[src/hrte_pkg.sv]
package hrte_pkg;

  // character codes
  localparam logic [7:0] CH_LT    = 8'h3C;
  localparam logic [7:0] CH_GT    = 8'h3E;
  localparam logic [7:0] CH_DASH  = 8'h2D;
  localparam logic [7:0] CH_SPACE = 8'h20;
  localparam logic [7:0] CH_TAB   = 8'h09;
  localparam logic [7:0] CH_CR    = 8'h0D;
  localparam logic [7:0] CH_NL    = 8'h0A;
  localparam logic [7:0] CH_1     = 8'h31;
  localparam logic [7:0] CH_6     = 8'h36;
  localparam logic [7:0] CH_UPPER_A = 8'h41;
  localparam logic [7:0] CH_UPPER_Z = 8'h5A;
  localparam logic [7:0] CASE_OFFSET = 8'h20;

  // pattern wildcards: tag name terminator and heading digit
  localparam logic [7:0] PAT_TERM  = 8'h23;
  localparam logic [7:0] PAT_DIGIT = 8'h25;

  localparam int NUM_OPEN = 8;

  // opening pattern slots that switch into a body mode, the rest are block closes
  localparam logic [2:0] PAT_COMMENT = 3'd0;
  localparam logic [2:0] PAT_SCRIPT  = 3'd1;
  localparam logic [2:0] PAT_STYLE   = 3'd2;

  // opening patterns after '<', first character in the highest used byte
  localparam logic [6:0][7:0] OPEN_PAT [NUM_OPEN] = '{
    "!--", "script#", "style#", "/p>", "/div>", "/li>", "/br>", "/h%>"
  };
  localparam logic [2:0] OPEN_LEN [NUM_OPEN] = '{
    3'd3, 3'd7, 3'd6, 3'd3, 3'd5, 3'd4, 3'd4, 3'd4
  };

  // closing tag tails after '<'
  localparam logic [7:0][7:0] SCRIPT_TAIL = "/script>";
  localparam logic [6:0][7:0] STYLE_TAIL  = "/style>";
  localparam logic [3:0] SCRIPT_CLOSE_LEN = 4'd9;
  localparam logic [3:0] STYLE_CLOSE_LEN  = 4'd8;

  function automatic logic [7:0] fold(input logic [7:0] b);
    return (b >= CH_UPPER_A && b <= CH_UPPER_Z) ? b + CASE_OFFSET : b;
  endfunction

  function automatic logic is_ws(input logic [7:0] b);
    return b == CH_SPACE || b == CH_TAB || b == CH_NL || b == CH_CR;
  endfunction

  function automatic logic pat_ok(input logic [7:0] p, input logic [7:0] b);
    if (p == PAT_TERM) begin
      return b == CH_GT || is_ws(b);
    end else if (p == PAT_DIGIT) begin
      return b >= CH_1 && b <= CH_6;
    end
    return fold(b) == p;
  endfunction

  // character idx (from 0) of opening pattern k
  function automatic logic [7:0] open_char(input logic [2:0] k, input logic [2:0] idx);
    logic [2:0] sel;
    sel = OPEN_LEN[k] - 3'd1 - idx;
    return OPEN_PAT[k][sel];
  endfunction

  function automatic logic [7:0] script_char(input logic [2:0] idx);
    return SCRIPT_TAIL[~idx];
  endfunction

  function automatic logic [7:0] style_char(input logic [2:0] idx);
    logic [2:0] sel;
    sel = 3'd6 - idx;
    return STYLE_TAIL[sel];
  endfunction

endpackage

[src/html_readable_text_extractor_top.sv]
// html readable text extractor: takes an html document one byte per request on the s_ side
// (s_tlast on the final byte) and returns its readable text on the m_ side. tags, comments and
// script and style bodies are dropped, whitespace runs collapse to a single space, and closing
// p, div, li, br and h1..h6 tags make the pending separator a newline once text has been seen.
// a separator goes out only right before the next text byte, so a trailing one is dropped. every
// input byte is handled in the cycle it is accepted, one byte per cycle while s_tready is high;
// its results land in a four-entry result queue and show up on the m_ side from the next cycle.
// a byte can yield two results (separator plus text byte), and the queue drains one result per
// cycle while m_tready is high, so s_tready drops whenever fewer than two queue slots are free.
// the document's end request always yields at least one result (an end marker with tuser 0 when
// it carries no text) with m_tlast set, and clears all parser state.
module html_readable_text_extractor_top (
  input  logic        clk,
  input  logic        rst,
  input  logic        s_tvalid,
  output logic        s_tready,
  input  logic [7:0]  s_tdata,   // [7:0] in_byte
  input  logic        s_tlast,   // doc_last
  output logic        m_tvalid,
  input  logic        m_tready,
  output logic [15:0] m_tdata,   // [7:0] out_byte, [8] run_last, [15:9] zero
  output logic        m_tuser,   // byte_valid
  output logic        m_tlast    // doc_end
);

  typedef enum logic [2:0] {
    MODE_TEXT    = 3'd0,
    MODE_TAG     = 3'd1,
    MODE_COMMENT = 3'd2,
    MODE_SCRIPT  = 3'd3,
    MODE_STYLE   = 3'd4
  } mode_t;

  typedef enum logic [1:0] {
    SEP_NONE    = 2'd0,
    SEP_SPACE   = 2'd1,
    SEP_NEWLINE = 2'd2
  } sep_t;

  typedef struct packed {
    logic [7:0] out_byte;
    logic       byte_valid;
    logic       run_last;
    logic       doc_end;
  } res_t;

  // parser state
  mode_t      mode, mode_next;
  logic [3:0] open_pos, open_pos_next;
  logic [7:0] open_cand, open_cand_next;
  logic [3:0] close_pos, close_pos_next;
  sep_t       pend, pend_next;
  logic       started, started_next;

  // results of the byte being accepted
  res_t       res0, res1;
  logic [1:0] res_cnt;

  // result queue
  res_t       fifo [4];
  logic [1:0] wr_ptr, rd_ptr;
  logic [2:0] count;

  logic       in_acc, out_acc;
  logic [7:0] b;
  logic       close_hit;
  logic       done_found;
  logic [2:0] done_k;
  logic [2:0] open_idx, close_idx;

  assign b       = s_tdata;
  assign in_acc  = s_tvalid && s_tready;
  assign out_acc = m_tvalid && m_tready;

  // room for the worst case of two results
  assign s_tready = count <= 3'd2;

  assign open_idx  = open_pos[2:0] - 3'd1;
  assign close_idx = close_pos[2:0] - 3'd1;

  always_comb begin
    mode_next      = mode;
    open_pos_next  = open_pos;
    open_cand_next = open_cand;
    close_pos_next = close_pos;
    pend_next      = pend;
    started_next   = started;
    res0           = '0;
    res1           = '0;
    res_cnt        = 2'd0;
    done_found     = 1'b0;
    done_k         = 3'd0;
    close_hit      = 1'b0;

    unique case (mode)
      MODE_TAG: begin
        if (b == hrte_pkg::CH_LT) begin
          // a new '<' restarts the opening matchers, tag goes on
          open_pos_next  = 4'd1;
          open_cand_next = '1;
        end else begin
          if (open_cand != 8'd0 && open_pos >= 4'd1 && open_pos <= 4'd7) begin
            for (int k = 0; k < hrte_pkg::NUM_OPEN; k++) begin
              if (open_cand[k]) begin
                if (open_pos <= {1'b0, hrte_pkg::OPEN_LEN[k]} &&
                    hrte_pkg::pat_ok(hrte_pkg::open_char(3'(k), open_idx), b)) begin
                  if (open_pos == {1'b0, hrte_pkg::OPEN_LEN[k]} && !done_found) begin
                    done_found = 1'b1;
                    done_k     = 3'(k);
                  end
                end else begin
                  open_cand_next[k] = 1'b0;
                end
              end
            end
            open_pos_next = open_pos + 4'd1;
          end else begin
            open_cand_next = '0;
          end
          if (done_found) begin
            open_cand_next = '0;
            open_pos_next  = '0;
            close_pos_next = '0;
            priority case (done_k)
              hrte_pkg::PAT_COMMENT: mode_next = MODE_COMMENT;
              hrte_pkg::PAT_SCRIPT:  mode_next = MODE_SCRIPT;
              hrte_pkg::PAT_STYLE:   mode_next = MODE_STYLE;
              default: begin
                // block-level close tag
                if (started) pend_next = SEP_NEWLINE;
                mode_next = MODE_TEXT;
              end
            endcase
          end else if (b == hrte_pkg::CH_GT) begin
            mode_next      = MODE_TEXT;
            open_cand_next = '0;
            open_pos_next  = '0;
          end
        end
      end

      MODE_COMMENT: begin
        if (b == hrte_pkg::CH_DASH) begin
          close_pos_next = (close_pos < 4'd2) ? close_pos + 4'd1 : 4'd2;
        end else if (b == hrte_pkg::CH_GT && close_pos == 4'd2) begin
          mode_next      = MODE_TEXT;
          close_pos_next = '0;
        end else begin
          close_pos_next = '0;
        end
      end

      MODE_SCRIPT, MODE_STYLE: begin
        if (mode == MODE_SCRIPT) begin
          close_hit = close_pos >= 4'd1 && close_pos < hrte_pkg::SCRIPT_CLOSE_LEN &&
                      hrte_pkg::fold(b) == hrte_pkg::script_char(close_idx);
        end else begin
          close_hit = close_pos >= 4'd1 && close_pos < hrte_pkg::STYLE_CLOSE_LEN &&
                      hrte_pkg::fold(b) == hrte_pkg::style_char(close_idx);
        end
        if (b == hrte_pkg::CH_LT) begin
          close_pos_next = 4'd1;
        end else if (close_hit) begin
          close_pos_next = close_pos + 4'd1;
          if ((mode == MODE_SCRIPT && close_pos_next == hrte_pkg::SCRIPT_CLOSE_LEN) ||
              (mode == MODE_STYLE && close_pos_next == hrte_pkg::STYLE_CLOSE_LEN)) begin
            mode_next      = MODE_TEXT;
            close_pos_next = '0;
          end
        end else begin
          close_pos_next = '0;
        end
      end

      default: begin
        // text mode, unused codes fall back here too
        mode_next = MODE_TEXT;
        if (b == hrte_pkg::CH_LT) begin
          mode_next      = MODE_TAG;
          open_pos_next  = 4'd1;
          open_cand_next = '1;
        end else if (hrte_pkg::is_ws(b)) begin
          if (started && pend == SEP_NONE) pend_next = SEP_SPACE;
        end else begin
          if (pend != SEP_NONE) begin
            res0.out_byte   = (pend == SEP_SPACE) ? hrte_pkg::CH_SPACE : hrte_pkg::CH_NL;
            res0.byte_valid = 1'b1;
            res1.out_byte   = b;
            res1.byte_valid = 1'b1;
            res1.run_last   = 1'b1;
            res_cnt         = 2'd2;
          end else begin
            res0.out_byte   = b;
            res0.byte_valid = 1'b1;
            res0.run_last   = 1'b1;
            res_cnt         = 2'd1;
          end
          pend_next    = SEP_NONE;
          started_next = 1'b1;
        end
      end
    endcase

    if (s_tlast) begin
      // document end: mark the last result, or send a bare end marker
      priority case (res_cnt)
        2'd2: res1.doc_end = 1'b1;
        2'd1: res0.doc_end = 1'b1;
        default: begin
          res0.run_last = 1'b1;
          res0.doc_end  = 1'b1;
          res_cnt       = 2'd1;
        end
      endcase
      mode_next      = MODE_TEXT;
      open_pos_next  = '0;
      open_cand_next = '0;
      close_pos_next = '0;
      pend_next      = SEP_NONE;
      started_next   = 1'b0;
    end
  end

  always_ff @(posedge clk) begin
    if (rst) begin
      mode      <= MODE_TEXT;
      open_pos  <= '0;
      open_cand <= '0;
      close_pos <= '0;
      pend      <= SEP_NONE;
      started   <= 1'b0;
      wr_ptr    <= '0;
      rd_ptr    <= '0;
      count     <= '0;
    end else begin
      if (in_acc) begin
        mode      <= mode_next;
        open_pos  <= open_pos_next;
        open_cand <= open_cand_next;
        close_pos <= close_pos_next;
        pend      <= pend_next;
        started   <= started_next;
        wr_ptr    <= wr_ptr + res_cnt;
      end
      if (out_acc) rd_ptr <= rd_ptr + 2'd1;
      count <= count + (in_acc ? {1'b0, res_cnt} : 3'd0) - {2'b0, out_acc};
    end
  end

  // queue payload, no reset needed
  always_ff @(posedge clk) begin
    if (in_acc) begin
      if (res_cnt != 2'd0) fifo[wr_ptr] <= res0;
      if (res_cnt == 2'd2) fifo[wr_ptr + 2'd1] <= res1;
    end
  end

  assign m_tvalid = count != 3'd0;
  assign m_tdata  = {7'd0, fifo[rd_ptr].run_last, fifo[rd_ptr].out_byte};
  assign m_tuser  = fifo[rd_ptr].byte_valid;
  assign m_tlast  = fifo[rd_ptr].doc_end;

`ifndef SYNTHESIS
  // queue never overfills
  a_count_bound: assert property (@(posedge clk) disable iff (rst) count <= 3'd4)
    else $error("result queue overflow");

  // the opening matcher position never runs past one beyond the longest pattern
  a_open_pos: assert property (@(posedge clk) disable iff (rst) open_pos <= 4'd8)
    else $error("opening matcher position out of range");

  // no separator can be pending before any text
  a_sep_started: assert property (@(posedge clk) disable iff (rst)
    !started |-> pend == SEP_NONE)
    else $error("separator pending before text");

  // document end clears the parser
  a_doc_reset: assert property (@(posedge clk) disable iff (rst)
    in_acc && s_tlast |=> mode == MODE_TEXT && pend == SEP_NONE && !started &&
                          open_cand == 8'd0 && close_pos == 4'd0)
    else $error("state not cleared at document end");

  // a result that is not the last of its run is always followed by another
  a_run_follow: assert property (@(posedge clk) disable iff (rst)
    out_acc && !m_tdata[8] |=> m_tvalid)
    else $error("run cut short");
`endif

endmodule

[config.mk]
export PLATFORM = sky130hd
export DESIGN_NAME = html_readable_text_extractor_top
export DESIGN_NICKNAME = d
export VERILOG_FILES = /design/src/hrte_pkg.sv /design/src/html_readable_text_extractor_top.sv
export SDC_FILE = /design/constraint.sdc
export NUM_CORES = 1
export LEC_CHECK = 0
export BUFFER_PORTS_ARGS = -buffer_cell sky130_fd_sc_hd__buf_4
export CORE_AREA = 5 5 110 112
export CTS_BUF_LIST = sky130_fd_sc_hd__clkbuf_16
export DETAILED_ROUTE_END_ITERATION = 8
export DIE_AREA = 0 0 115 117
export PLACE_DENSITY = 0.77
export SYNTH_ARGS = -nofsm -noshare
export SYNTH_HDL_FRONTEND = slang
export SYNTH_SLANG_ARGS = --single-unit
[constraint.sdc]
create_clock -name clk -period 6.9 [get_ports clk]
set_clock_uncertainty 0.15 [all_clocks]
set_input_delay 0.69 -clock clk [delete_from_list [all_inputs] [get_ports clk]]
set_output_delay 0.69 -clock clk [all_outputs]
set_load 0.005 [all_outputs]
==> flow_metrics.py <==
metrics = {
    "hold_path": {
        "min_path_cells": 2,
        "hp-class": "reg -> reg",
    },
    "final_layout": {
        "n_antenna_cell": 0,
        "finish.net_count": 812,
        "area_growth_pct": 7.194,
        "drive_above_1_share_pct": 10.22,
        "stdcell_count": 916,
    },
    "logic_synthesis": {
        "synthDistinctLibCells": 82,
        "ys_seq_area_share_pct": 30.01,
        "syn-cell-area_mm2": 0.006470,
        "syn_avg_cell_area_um2": 8.305,
        "yosys_warnings": 0,
        "synth_ff_type": "edfxtp_1",
        "synth_enable_flop_cells": 44,
        "ys_ff_latch": 75,
        "async_flop_share_pct": 0,
        "synthCells": 779,
    },
    "cts": {
        "h-tree-depth": 3,
        "root_buffer": "clkbuf_16",
        "ctsHoldBuffers": 0,
        "cts_tree": "yes",
        "numCtsBuffers": 9,
        "cts.path.max_buffers": 2,
        "cts_resized": 0,
        "clk_pin_slew_ps": 60,
        "clk_latency_ps": 350,
        "post_cts_buffers": 0,
        "cts_sinks": 75,
    },
    "placed_design": {
        "port_buffers": 25,
        "place_congestion": 0.9696,
        "dpl.cell_count": 900,
        "hpwl_um": 13720,
        "dp_slack_ps": 1100,
    },
    "flow_run": {
        "max-cap-violations": 0,
    },
    "floorplan": {
        "io_pins": 33,
        "die_y_um": 117,
        "core-area_mm2": 0.01113,
        "die_x_um": 115,
        "initial_core_util_pct": 58.15,
        "rows": 39,
        "die-area_mm2": 0.01346,
    },
    "sta": {
        "setup-violations-final": 0,
        "worstMarginPinSlew_ps": 1218,
        "rsz0062_at_grt": "no",
        "fin_ws_ps": 879.3,
        "max_freq_mhz": 166.1,
        "report.final.slew_viol_count": 0,
        "hold_viol": 0,
        "finalSetupTns_ps": 0,
        "period_minus_slack_ps": 6021,
        "timing.final.crit_share_pct": 87.26,
        "slew-limit-headroom_pct": 18.82,
    },
    "global_route": {
        "grt_max_degree": 31,
        "grt_overflow_total": 0,
        "grtUsageTotal_pct": 28.63,
        "grt_pass1_wl_um": 30420,
        "grt_pass1_vias": 5828,
        "antenna_found_initial": 0,
    },
    "setup_path": {
        "crit_chain": "inv_1 > ha_1 > inv_1 > ha_1 > inv_1 > ha_1 > nor3_1 > a31oi_1 > nor4_1 > nor4b_1 > and4b_1 > o211ai_1 > and2_1 > a21boi_0 > or3_1 > a211oi_1",
        "reg2regPathDepth": 16,
        "crit_path_max_fanout": 20,
        "path_class": "reg -> reg",
        "end_kind": "register",
        "cp.required_ps": 6990,
        "cp.arrival_ps": 6120,
        "critical-path-max-stage-delay_ps": 730,
        "startpoint_type": "register",
        "slowest_stage": "dfxtp_1",
    },
    "drt": {
        "vias_per_cell": 6.817,
        "ant_nets": 0,
        "wl_per_cell_um": 20.82,
        "drc_errors": 0,
        "wirelength_um": 19070,
        "vias": 6244,
        "drtIter0Drc": 871,
        "dr.pass1.iters": 6,
    },
    "pwr": {
        "power.density_mw_per_mm2": 214.7,
        "power_leakage_nw": 2.439,
        "total_power_mw": 1.489,
        "irDropWorstVdd_uv": 172.8,
    },
    "status": {
        "status": "finished clean",
    },
}
==> cells by family after synthesis <==
logic type | Yosys count | synth area share [%]
AND/OR/NAND/NOR | 333 | 27.75
AO/OA/AOI/OAI | 195 | 19.76
buffers and inverters | 83 | 5.395
flip-flops | 75 | 30.01
XOR/XNOR | 38 | 5.144
adder cells (fa/ha/maj) | 31 | 6.111
multiplexers | 23 | 5.763
other | 1 | 0.05796
==> worst max-delay path, delay by kind of cell, from the launching register on <==
family	cells	cell delay, ps
AND/OR/NAND/NOR	6	2030
adder cells (fa/ha/maj)	3	1440
AO/OA/AOI/OAI	4	850
flip-flops	1	730
buffers and inverters	3	730
==> area by class of cell <==
class	count	area (um^2)
tap	143	178.9
inverter	25	93.84
multi-input combinational	627	4202
clock buffer	9	225.2
fill	939	4190
clock inverter	7	68.82
timing repair buffer	30	225.2
sequential	75	1942
==> metrics by stage <==
stage / utilization, % / hold slack (ps) / cell area [um^2]
2_1_floorplan: - / 298.6 / 6492
3_3_place_gp: 59.69 / 349.1 / 6641
3_5_place_dp: 59.69 / 357.3 / 6641
4_1_cts: 62.34 / 367.1 / 6935
5_1_grt: 62.34 / 395.5 / 6935
6_report: 62.34 / 362.6 / 6935
==> sequential cells by signal (all words and copies together) (netlist names), 2 cells and up, named ones only <==
signal	count
fifo	44
open_cand	8
close_pos	4
open_pos	4
count	3
mode	3
pend	2
rd_ptr	2
wr_ptr	2
==> placed cells by master, fill, tap and decap left out, types with 5 or more instances in the layout <==
cell type,Yosys,final
nand2b_1,12,12
mux4_2,11,11
or2_2,5,5
a31oi_1,12,12
buf_4,7,30
xor2_1,12,12
nand4_1,16,16
inv_1,24,24
o211ai_1,9,9
nor4_1,11,11
a211oi_1,12,12
a21oi_1,63,63
ha_1,30,30
mux2i_1,8,8
nand2_1,77,77
dfxtp_1,31,31
nor4b_1,6,6
nor3_1,31,31
nand3_1,21,21
nor2_1,60,60
and2_1,13,13
nor2b_1,18,18
conb_1,1,7
nor3b_1,8,8
xnor2_1,26,26
o21ai_0,44,44
edfxtp_1,44,44
clkbuf_16,0,9
and3b_1,5,5
and3_1,9,9
or3_1,21,21
==> per-layer routing <==
metal	up-vias	global-route usage (%)	wire (um)
li1	2858	-	-
met3	64	4.473	1777
met4	0	12.60	737
met1	2900	36.71	7456
met2	422	48.03	9099
met5	-	0	0
==> synthesized netlist by cell type (5+ instances only) <==
cell type | n | area share, %
o21ai_0 | 44 | 3.4
nand2b_1 | 12 | 1.2
nor2_1 | 60 | 3.5
nand3_1 | 21 | 1.6
nor4_1 | 11 | 1.1
or2_2 | 5 | 0.48
mux4_2 | 11 | 3.8
nor2b_1 | 18 | 1.7
edfxtp_1 | 44 | 20
buf_1 | 9 | 0.52
o211ai_1 | 9 | 1.0
mux2i_1 | 8 | 1.2
a31oi_1 | 12 | 1.2
inv_1 | 24 | 1.4
and3b_1 | 5 | 0.68
xor2_1 | 12 | 1.6
a21oi_1 | 63 | 4.9
xnor2_1 | 26 | 3.5
a211oi_1 | 12 | 1.4
nand2_1 | 77 | 4.5
or3_1 | 21 | 2.0
and2_1 | 13 | 1.3
nand4_1 | 16 | 1.5
dfxtp_1 | 31 | 9.6
nor4b_1 | 6 | 0.81
nor3_1 | 31 | 2.4
and3_1 | 9 | 0.87
nor3b_1 | 8 | 0.93
ha_1 | 30 | 5.8
buf_4 | 7 | 0.81
clkbuf_1 | 38 | 2.2
==> final timing paths <==
path | start | end | slack (ps)
setup / recovery | open_pos[0] | open_pos[3] | 880
hold / removal | open_cand[4] | open_cand[4] | 360
setup reg to reg | open_pos[0] | open_pos[3] | 880
hold reg to reg | open_cand[4] | open_cand[4] | 360
==> report_power, final <==
group	leakage, nW	switching, mW	total [mW]	internal, mW
registers	0.642	0.0502	0.571	0.521
clock network	0.146	0.213	0.467	0.254
logic	1.65	0.241	0.451	0.210
total	2.44	0.504	1.49	0.985
(Power assumes the default switching activity.)
